`config.mk`:
```
export PLATFORM = sky130hd
export DESIGN_NAME = ed_ctrl
export DESIGN_NICKNAME = d
export VERILOG_FILES = /design/src/hdl/ed_pkg.sv /design/src/hdl/ed_ctrl.sv
export SDC_FILE = /design/constraint.sdc
export NUM_CORES = 1
export LEC_CHECK = 0
export ABC_AREA = 1
export BUFFER_PORTS_ARGS = -buffer_cell sky130_fd_sc_hd__buf_4
export CAP_MARGIN = 20
export CORE_AREA = 2 2 39 41
export DETAILED_ROUTE_END_ITERATION = 10
export DIE_AREA = 0 0 41 43
export GPL_TIMING_DRIVEN = 0
export HOLD_SLACK_MARGIN = 0.05
export PLACE_DENSITY = 0.63
export SLEW_MARGIN = 20
export SYNTH_ARGS = -nofsm -noshare
export SYNTH_HDL_FRONTEND = slang
export SYNTH_SLANG_ARGS = --single-unit
export TNS_END_PERCENT = 10
```
`constraint.sdc`:
```
create_clock -name clk -period 1.05 [get_ports clk]
set_input_delay 0.105 -clock clk [delete_from_list [all_inputs] [get_ports clk]]
set_output_delay 0.105 -clock clk [all_outputs]
set_load 0.01 [all_outputs]
```
`src/hdl/ed_pkg.sv`:
```
// shared constants and controller/datapath command and status types
// for the edit distance alignment block; no dependencies
package ed_pkg;

    localparam int MAX_LEN_DEF = 32;
    localparam int DW          = 7;

    localparam logic [1:0] ACT_APPEND_A = 2'd0;
    localparam logic [1:0] ACT_APPEND_B = 2'd1;
    localparam logic [1:0] ACT_RUN      = 2'd2;

    localparam logic [1:0] COST_GAP = 2'd2;

    typedef struct packed {
        logic accept_in;
        logic fill_rd;
        logic fill_wr;
        logic dist_rd;
        logic dist_cap;
        logic tb_rd_diag;
        logic tb_rd_down;
        logic tb_cap_down;
        logic tb_decide;
        logic load_empty;
        logic finish;
    } ed_cmd_t;

    typedef struct packed {
        logic both_empty;
        logic no_fill;
        logic fill_last;
        logic interior;
        logic last_col;
    } ed_sts_t;

endpackage

```
`src/hdl/ed_ctrl.sv`:
```
// sequencer for symbol loads, table fill, distance read and traceback
// depends on ed_pkg
module ed_ctrl
    import ed_pkg::*;
(
    input  logic       clk,
    input  logic       rst_n,
    input  logic       in_valid,
    output logic       in_ready,
    input  logic [1:0] action,
    output logic       out_valid,
    input  logic       out_ready,
    output ed_cmd_t    cmd,
    input  ed_sts_t    sts
);

    localparam logic [3:0] S_IDLE     = 4'd0;
    localparam logic [3:0] S_FILL_RD  = 4'd1;
    localparam logic [3:0] S_FILL_WR  = 4'd2;
    localparam logic [3:0] S_DIST_RD  = 4'd3;
    localparam logic [3:0] S_DIST_CAP = 4'd4;
    localparam logic [3:0] S_TB_CHECK = 4'd5;
    localparam logic [3:0] S_TB_DIAG  = 4'd6;
    localparam logic [3:0] S_TB_DOWN  = 4'd7;
    localparam logic [3:0] S_TB_CAP   = 4'd8;
    localparam logic [3:0] S_TB_DEC   = 4'd9;
    localparam logic [3:0] S_OUT      = 4'd10;

    logic [3:0] state_reg, state_next;

    always_comb
    begin
        state_next = state_reg;
        cmd        = '0;
        in_ready   = 1'b0;
        out_valid  = 1'b0;
        unique case (state_reg)
            S_IDLE:
            begin
                in_ready = 1'b1;
                if (in_valid)
                begin
                    cmd.accept_in = 1'b1;
                    if (action == ACT_RUN)
                    begin
                        if (sts.both_empty)
                        begin
                            cmd.load_empty = 1'b1;
                            state_next     = S_OUT;
                        end
                        else if (sts.no_fill)
                            state_next = S_DIST_RD;
                        else
                            state_next = S_FILL_RD;
                    end
                end
            end
            S_FILL_RD:
            begin
                cmd.fill_rd = 1'b1;
                state_next  = S_FILL_WR;
            end
            S_FILL_WR:
            begin
                cmd.fill_wr = 1'b1;
                state_next  = sts.fill_last ? S_DIST_RD : S_FILL_RD;
            end
            S_DIST_RD:
            begin
                cmd.dist_rd = 1'b1;
                state_next  = S_DIST_CAP;
            end
            S_DIST_CAP:
            begin
                cmd.dist_cap = 1'b1;
                state_next   = S_TB_CHECK;
            end
            S_TB_CHECK:
            begin
                state_next = sts.interior ? S_TB_DIAG : S_TB_DEC;
            end
            S_TB_DIAG:
            begin
                cmd.tb_rd_diag = 1'b1;
                state_next     = S_TB_DOWN;
            end
            S_TB_DOWN:
            begin
                cmd.tb_rd_down = 1'b1;
                state_next     = S_TB_CAP;
            end
            S_TB_CAP:
            begin
                cmd.tb_cap_down = 1'b1;
                state_next      = S_TB_DEC;
            end
            S_TB_DEC:
            begin
                cmd.tb_decide = 1'b1;
                state_next    = S_OUT;
            end
            S_OUT:
            begin
                out_valid = 1'b1;
                if (out_ready)
                begin
                    if (sts.last_col)
                    begin
                        cmd.finish = 1'b1;
                        state_next = S_IDLE;
                    end
                    else
                        state_next = S_TB_CHECK;
                end
            end
            default:
            begin
                state_next = S_IDLE;
            end
        endcase
    end

    always_ff @(posedge clk or negedge rst_n)
    begin
        if (!rst_n)
            state_reg <= S_IDLE;
        else
            state_reg <= state_next;
    end

endmodule
```
---- After elaboration in Yosys (flattened, before gate mapping) ----
Cells that the tools add are included.
storage, ports and cells
  bits in registers ....................... 4
  word-level logic and storage cells ...... 45
operators by class
  equality and inequality tests ........... 14
  mux-type cells .......................... 28
  reductions and logical operators ........ 2
operators with widths
  operator              number
  $pmux W4 S11          1
  $mux W4               5
  $mux W1               19
  $eq A4 B3 Y1 const B  4
  $eq A4 B4 Y1 const B  3
  $eq A4 B2 Y1 const B  2
  $ne A2 B2 Y1 const B  3
  $eq A4 B1 Y1 const B  1
  $logic_not A4 Y1      1
  $mux W2               2
  $mux W3               1
  $reduce_and A3 Y1     1
  $eq A2 B2 Y1 const B  1

---- Depth between registers and ports, before layout ----
Gate-level depths: netlist of run 1.
  word-level depth ........................ 5
  mapped depth ............................ 7
  mapped depth without buffers ............ 7

---- Least setup slack after synthesis of run 1 ----
No wires, ideal clock.
  path kind ............................... flip-flop to output port
  start point ............................. register state_reg[0]
  end point ............................... output port cmd[1] (netlist name)
  data arrival time ....................... 1.098 ns
  setup slack ............................. -0.153 ns
  stages on the path, launching flop included .. 6
  path through ............................ dfrtp_1 > nor2_2 > inv_1 > nor2_2 > nand2_1 > nor2_1
RTL lines
  element                 RTL line        text
  from (decl)             ed_ctrl.sv:29   logic [3:0] state_reg, state_next;
  from (signal assigned)  ed_ctrl.sv:128  state_reg <= state_next;
  to (decl)               ed_ctrl.sv:13   output ed_cmd_t cmd,

==> results.json, run 1 <==
{
  "outcome": "finished, violations left",
  "violations": "setup timing",
  "crit_type": "reg2out",
  "power.total_w": 0.002053,
  "numCtsBuffers": 3,
  "ctsLongestPathBuffers": 2,
  "wirelength_um": 1212,
  "drc": 0,
  "crit_path_max_incr_delay_ns": 0.45,
  "largest_reg_flops": 4,
  "arrival_ns": 1.24,
  "yosysWarnings": 0,
  "dp_cells": 112,
  "setup_ws_ns": -0.2988,
  "powerDensity_nw_per_um2": 2767,
  "clock_latency_ns": 0.24,
  "hold_viol": 0,
  "crit_required_ns": 0.94,
  "cts_tree": "yes",
  "gp_congestion": 0.7809,
  "worst_pin_slew_ns": 0.1802,
  "grt_pass1_wl_um": 1869,
  "drive_above_1_share_pct": 53.27,
  "fin_crit_sh_pct": 128.5,
  "clk_pin_slew_worst_paths_ns": 0.04,
  "yosys_register_bits": 4,
  "synthDistinctLibCells": 16,
  "final_common_cell": "buf_4",
  "first_iter_violations": 17,
  "antenna_found_initial": 0,
  "leakage_nw": 0.4380,
  "route.antenna.remaining_nets": 0,
  "clock-sinks": 4,
  "wl_per_cell_um": 9.854,
  "rows": 14,
  "final_cell_count_no_fill": 123,
  "cpLargestDelayFamily": "flip-flops",
  "rsz0062_at_grt": "yes",
  "coreArea_um2": 1384,
  "end_kind": "output pin",
  "crit_buf_inv": 2,
  "syn_inst": 73,
  "grt_usage_pct": 15.84,
  "max_freq_mhz": 741.4,
  "start_util_pct": 29.93,
  "place_area_um2": 636.9,
  "grt_max_degree": 8,
  "setup_viol": 17,
  "syn_area_um2": 414.1,
  "overflow": 0,
  "final_cell_mix": "buf_4 (27), nand2_1 (13), inv_1 (13)",
  "final.min_clock_period_ns": 1.349,
  "io_pins": 24,
  "numPortBuffers": 23,
  "syn-num-nets": 84,
  "avgSynthCellArea_um2": 5.673,
  "vias_per_cell": 4.496,
  "maxCapViolCount": 0,
  "finalInstanceArea_um2": 742.0,
  "worstPathCellList": "nor2_4 -> buf_6 -> and3_1 -> buf_4",
  "vias": 553,
  "firstDrtPassIters": 4,
  "dieArea_um2": 1763,
  "diodes": 0,
  "root_buffer": "clkbuf_4",
  "peakVddDrop_uv": 1348,
  "die_y_um": 43,
  "grt_pass1_vias": 477,
  "crit_slowest_cell": "dfrtp_2",
  "relSlewSlack_pct": 87.89,
  "yosysSeqAreaShare_pct": 24.17,
  "drv_slew": 0,
  "hold_slack_ns": 0.1933,
  "die_x_um": 41,
  "cp-start-kind": "flip-flop",
  "final_nets": 119,
  "crit_fanout": 6,
  "clock-skew-final_ns": 0.004791,
  "dpl.hpwl_um": 909.2,
  "min_path_type": "in2reg",
  "areaGrowthSynthToFinish_pct": 79.15,
  "h-tree-depth": 1
}
==> metrics by stage <==
stage	utilization (%)	setup WS [ns]	setup TNS, ns
6_report	53.62	-0.2988	-3.699
4_1_cts	52.89	-0.2937	-3.779
3_3_place_gp	46.02	-0.2028	-1.200
3_5_place_dp	46.02	-0.1900	-1.116
2_1_floorplan	-	-0.05715	-0.2442
5_1_grt	53.62	-0.3678	-4.931
==> report_power, final <==
group,switching (W),internal [W],leakage [nW],total (W)
Combinational,0.000791,0.000679,0.377,0.00147
Clock,0.0000644,0.000143,0.0150,0.000207
Sequential,0.000136,0.000240,0.0464,0.000375
Total,0.000992,0.00106,0.438,0.00205
==> kinds of logic after synthesis <==
logic type	Yosys count	synth area share, %
buf+inv	19	17.22
flops	4	24.17
simple gates	47	53.78
compound gates	3	4.834
==> routing by layer <==
metal	track usage, %	wire, um
met5	0	0
met4	10.00	0
met3	3.141	66
met2	23.75	662
met1	19.61	482
==> layout make-up <==
class,count,area [um^2]
Clock buffer,4,26.28
Sequential cell,4,105.1
Timing Repair Buffer,30,235.2
Multi-Input combinational cell,50,284.0
Fill cell,147,641.9
Tap cell,16,20.02
Inverter,19,71.32
==> cell usage after synthesis, drive strengths merged <==
master	instances	share of area, %
inv	19	17
nand2	17	16
nor2	15	17
nand3	12	16
dfrtp	4	24
a21oi	1	1.2
and3	1	1.5
nand3b	1	1.8
nor4	1	1.5
o211ai	1	1.8
o21bai	1	1.8
==> path summary, 6_finish.rpt <==
path                                          start                  endpoint  slack (ns)  cells after the start
setup / recovery           state_reg[0]$_DFFE_PN0P_                   cmd[10]       -0.30                      4
hold / removal                            out_ready  state_reg[3]$_DFFE_PN0P_        0.19                      4
setup reg to reg           state_reg[0]$_DFFE_PN0P_  state_reg[1]$_DFFE_PN0P_       -0.19                      6
hold reg to reg            state_reg[2]$_DFFE_PN0P_  state_reg[3]$_DFFE_PN0P_        0.66                      3
max in group asynchronous                     rst_n  state_reg[0]$_DFFE_PN0P_        0.74                      2
min in group asynchronous                     rst_n  state_reg[3]$_DFFE_PN0P_        0.20                      2
==> worst min-delay path: stages <==
cell	delay, ns
buf_4	0.07
inv_1	0.05
nand3_2	0.10
nand2_1	0.06
==> timing repair <==
action                                  in CTS  in global routing
buffers inserted                             6                  0
pin swaps                                    6                  0
hold buffers                                 1                  0
endpoints found under the setup margin      17                 17
resized for setup                            8                  6
hold endpoints to repair                     4                  0
Note: power is estimated with default switching activity, not from simulation.
==> run 2: changes to the inputs <==
Settings changed: SETUP_SLACK_MARGIN set to 0.1.
==> results.json, run 2 (synthesis gave the netlist of run 1 again) <==
{
  "outcome": "finished, violations left",
  "violations": "setup timing",
  "min_path_type": "in2async",
  "grt_pass1_vias": 500,
  "crit_required_ns": 0.94,
  "numPortBuffers": 23,
  "first_iter_violations": 12,
  "crit_fanout": 5,
  "clockPowerShare_pct": 9.9,
  "p_sw_w": 0.001000,
  "dieArea_um2": 1763,
  "leakage_nw": 0.4384,
  "dp_cells": 112,
  "power_frac_seq_pct": 18.0,
  "wirelength_um": 1220,
  "final_nets": 119,
  "die_y_um": 43,
  "areaGrowthSynthToFinish_pct": 81.27,
  "vias": 551,
  "final_common_cell": "buf_4",
  "gp_congestion": 0.7979,
  "fin_crit_sh_pct": 129.0,
  "final.min_clock_period_ns": 1.355,
  "h-tree-depth": 1,
  "clock-skew-final_ns": 0.004888,
  "firstDrtPassIters": 4,
  "grt_max_degree": 7,
  "antenna_found_initial": 0,
  "wl_per_cell_um": 9.919,
  "drv_slew": 0,
  "dpl.hpwl_um": 966.3,
  "grt_usage_pct": 16.67,
  "root_buffer": "clkbuf_4",
  "crit_type": "reg2out",
  "cp-start-kind": "flip-flop",
  "diodes": 0,
  "start_util_pct": 29.93,
  "vias_per_cell": 4.480,
  "overflow": 0,
  "grt_pass1_wl_um": 1980,
  "p_int_w": 0.001050,
  "setup_ws_ns": -0.3046,
  "hold_slack_ns": 0.2006,
  "final_cell_mix": "buf_4 (27), inv_1 (12), nand2_1 (11), nand3_1 (11), inv_2 (7)",
  "sw_frac_of_total_pct": 48.80,
  "largest_reg_flops": 4,
  "coreArea_um2": 1384,
  "numCtsBuffers": 3,
  "cts_tree": "yes",
  "postLayoutCoreUtil_pct": 54.25,
  "hold_viol": 0,
  "rsz0062_at_grt": "yes",
  "drc": 0,
  "arrival_ns": 1.25,
  "max_freq_mhz": 738.2,
  "route.antenna.remaining_nets": 0,
  "pwr-share-comb_pct": 72.0,
  "clock_latency_ns": 0.23,
  "final_cell_count_no_fill": 123,
  "clk_pin_slew_worst_paths_ns": 0.04,
  "setup_viol": 17,
  "relSlewSlack_pct": 86.41,
  "ctsLongestPathBuffers": 2,
  "powerDensity_nw_per_um2": 2731,
  "drive_above_1_share_pct": 55.14,
  "fillCellCount": 147,
  "worst_pin_slew_ns": 0.2022,
  "end_kind": "output pin",
  "clock-sinks": 4,
  "maxCapViolCount": 0,
  "io_pins": 24,
  "die_x_um": 41,
  "rows": 14,
  "peakVddDrop_uv": 1439
}
-- run 2: cell counts in the layout (fill, tap and decap cells not counted) --
No cell type changed its count.
-- run 2: final cells by class --
cell class	instances	area (um^2)	area share, %
multi-input cells	50	294.0	39.17
repair buffers	30	235.2	31.33
flip-flops and latches	4	103.9	13.83
inverters	19	71.32	9.500
clock buffers	4	26.28	3.500
well taps	16	20.02	2.667
-- run 2: layer usage --
layer	part of all wire [%]	global-route usage, %	up-vias
met2	55	25.62	16
met1	41	19.67	244
met5	0	0	-
met3	4.7	4.712	0
met4	0	9.333	0
li1	-	-	291
-- run 2: power by group through the flow --
| stage | logic (W) | registers, W | clock network, W |
|---|---|---|---|
| 6_report | 0.00148 | 0.000370 | 0.000204 |
| 5_1_grt | 0.00164 | 0.000387 | 0.000231 |
| 4_1_cts | 0.00137 | 0.000351 | 0.000215 |
| 3_5_place_dp | 0.00120 | 0.000352 | 0 |
| 3_3_place_gp | 0.00120 | 0.000350 | 0 |
| 2_1_floorplan | 0.000821 | 0.000330 | 0 |
-- run 2: worst max-delay path, stage by stage, from the launching register on --
cell,delay (ns)
dfrtp_2,0.44
inv_2,0.08
nand2_2,0.06
nor4_2,0.27
buf_4,0.16
-- run 2: what timing repair did --
item,4_1_cts,5_1_grt
cloned,0,0
hold buffers,1,0
pin swaps,5,6
setup buffers,4,2
hold endpoints to repair,4,0
endpoints found under the setup margin,17,17
gates resized for setup,6,11
-- run 2: final timing paths --
kind / depth (start not counted) / slack (ns) / to / start
min in group clk: 4 / 0.20 / state_reg[1]$_DFFE_PN0P_ / out_ready
max: 4 / -0.30 / cmd[0] / state_reg[0]$_DFFE_PN0P_
min reg2reg: 3 / 0.69 / state_reg[1]$_DFFE_PN0P_ / state_reg[2]$_DFFE_PN0P_
max in group asynchronous: 2 / 0.73 / state_reg[0]$_DFFE_PN0P_ / rst_n
min: 2 / 0.20 / state_reg[3]$_DFFE_PN0P_ / rst_n
max reg2reg: 6 / -0.18 / state_reg[1]$_DFFE_PN0P_ / state_reg[1]$_DFFE_PN0P_
-- run 2: per-stage QoR --
step                area [um^2]  total power [W]  setup slack, ns  setup TNS (ns)
floorplan                 444.2         0.001152         -0.05481         -0.1998
global placement          636.9         0.001545          -0.1939          -1.136
detailed placement        636.9         0.001556          -0.1953          -1.170
CTS                       714.4         0.001934          -0.3150          -3.898
global route              750.7         0.002261          -0.4093          -5.089
finish                    750.7         0.002050          -0.3046          -3.623
==> run 3: changes to the inputs <==
Settings changed: CELL_PAD_IN_SITES_DETAIL_PLACEMENT set to 0, CELL_PAD_IN_SITES_GLOBAL_PLACEMENT set to 1, CORE_AREA 2 2 39 41 to not set, CORE_MARGIN set to 2, CORE_UTILIZATION set to 23, DIE_AREA 0 0 41 43 to not set, PLACE_DENSITY 0.63 to 0.72.
==> results.json, run 3 (synthesis gave the netlist of run 1 again) <==
{
  "outcome": "finished, violations left",
  "violations": "setup timing",
  "leakage_nw": 0.4379,
  "grt_usage_pct": 13.08,
  "io_pins": 24,
  "crit_fanout": 5,
  "first_iter_violations": 6,
  "hold_viol": 0,
  "dpl.hpwl_um": 1023,
  "fin_crit_sh_pct": 128.0,
  "antenna_found_initial": 0,
  "vias": 561,
  "firstDrtPassIters": 4,
  "seq_area_um2": 103.9,
  "setup_viol": 17,
  "finalInstanceArea_um2": 762.0,
  "overflow": 0,
  "maxCapViolCount": 0,
  "dieArea_um2": 2156,
  "drive_above_1_share_pct": 51.89,
  "setup_ws_ns": -0.2939,
  "largest_reg_flops": 4,
  "grt_pass1_wl_um": 2001,
  "wl_per_cell_um": 9.878,
  "numPortBuffers": 23,
  "arrival_ns": 1.24,
  "cp-start-kind": "flip-flop",
  "final_common_cell": "buf_4",
  "final_cell_mix": "buf_4 (24), nand2_1 (14), inv_1 (12)",
  "peakVddDrop_uv": 953.8,
  "multi_input_area_um2": 294.0,
  "clock-skew-final_ns": 0.001222,
  "final_nets": 118,
  "rows": 15,
  "gp_congestion": 0.7782,
  "root_buffer": "clkbuf_4",
  "numCtsBuffers": 3,
  "clock-sinks": 4,
  "wirelength_um": 1294,
  "final.min_clock_period_ns": 1.344,
  "worst_pin_slew_ns": 0.2057,
  "crit_required_ns": 0.94,
  "max_freq_mhz": 744.1,
  "route.antenna.remaining_nets": 0,
  "areaGrowthSynthToFinish_pct": 83.99,
  "die_y_um": 46.44,
  "h-tree-depth": 1,
  "ctsLongestPathBuffers": 2,
  "diodes": 0,
  "min_path_type": "in2reg",
  "clock_latency_ns": 0.24,
  "grt_max_degree": 8,
  "coreArea_um2": 1708,
  "relSlewSlack_pct": 86.24,
  "vias_per_cell": 4.282,
  "drv_slew": 0,
  "start_util_pct": 24.25,
  "rsz0062_at_grt": "yes",
  "powerDensity_nw_per_um2": 2725,
  "die_x_um": 46.44,
  "hold_slack_ns": 0.1922,
  "grt_pass1_vias": 491,
  "crit_type": "reg2out",
  "place_area_um2": 648.1,
  "postLayoutCoreUtil_pct": 44.62,
  "clk_pin_slew_worst_paths_ns": 0.04,
  "drc": 0,
  "end_kind": "output pin",
  "cts_tree": "yes",
  "fillCellCount": 183
}
==> run 3: changes by cell type in the layout (fill, tap and decap cells not counted), moves of 2 or more <==
cell	before	now
buf_6	2	4
nand2_2	6	2
buf_4	27	24
nand2_1	11	14
==> run 3: power breakdown <==
| group | switching [W] | internal [W] |
|---|---|---|
| Clock | 0.0000675 | 0.000143 |
| Sequential | 0.000148 | 0.000237 |
| Combinational | 0.000797 | 0.000685 |
==> run 3: area by class of cell <==
class                   count  area share (%)
multi-input cells          50           38.59
repair buffers             29           30.87
flip-flops and latches      4           13.63
inverters                  19           9.360
well taps                  25           4.105
clock buffers               4           3.448
==> run 3: worst paths after layout <==
path	start	endpoint	slack, ns	depth (start not counted)
worst max-delay path	state_reg[0]$_DFFE_PN0P_	cmd[1]	-0.29	6
worst min-delay path	out_ready	state_reg[1]$_DFFE_PN0P_	0.19	4
worst min register to register	state_reg[2]$_DFFE_PN0P_	state_reg[1]$_DFFE_PN0P_	0.70	3
worst max register to register	state_reg[0]$_DFFE_PN0P_	state_reg[1]$_DFFE_PN0P_	-0.17	6
min in group asynchronous	rst_n	state_reg[1]$_DFFE_PN0P_	0.20	2
max in group asynchronous	rst_n	state_reg[0]$_DFFE_PN0P_	0.74	2
==> run 3: worst max-delay path: stages, from the launching register on <==
cell,delay (ns)
dfrtp_2,0.47
nor2_4,0.15
inv_2,0.05
nor2_4,0.08
nand2_2,0.07
nor2_4,0.08
buf_6,0.10
==> run 3: what timing repair did <==
item,CTS,global route
resized for setup,7,10
buffers inserted,5,0
setup endpoints to repair,17,17
hold buffers,1,0
pin swaps,6,2
endpoints found under the hold margin,4,0
==> run 3: stage by stage <==
step                TNS, ns  setup WS (ns)  instances  total power (W)
floorplan           -0.1998       -0.05481         73         0.001152
global placement     -1.482        -0.2076        121         0.001558
detailed placement   -1.443        -0.2035        121         0.001562
CTS                  -4.027        -0.3082        131         0.001995
global route         -5.368        -0.3795        131         0.002287
finish               -3.868        -0.2939        131         0.002076
==> run 3: routing by layer <==
metal | routed length (um) | vias to the layer above | GRT usage, %
li1 | - | 287 | -
met1 | 574 | 255 | 16.55
met2 | 639 | 19 | 20.28
met3 | 80 | 0 | 5.490
met4 | 0 | 0 | 3.429
met5 | 0 | - | 0
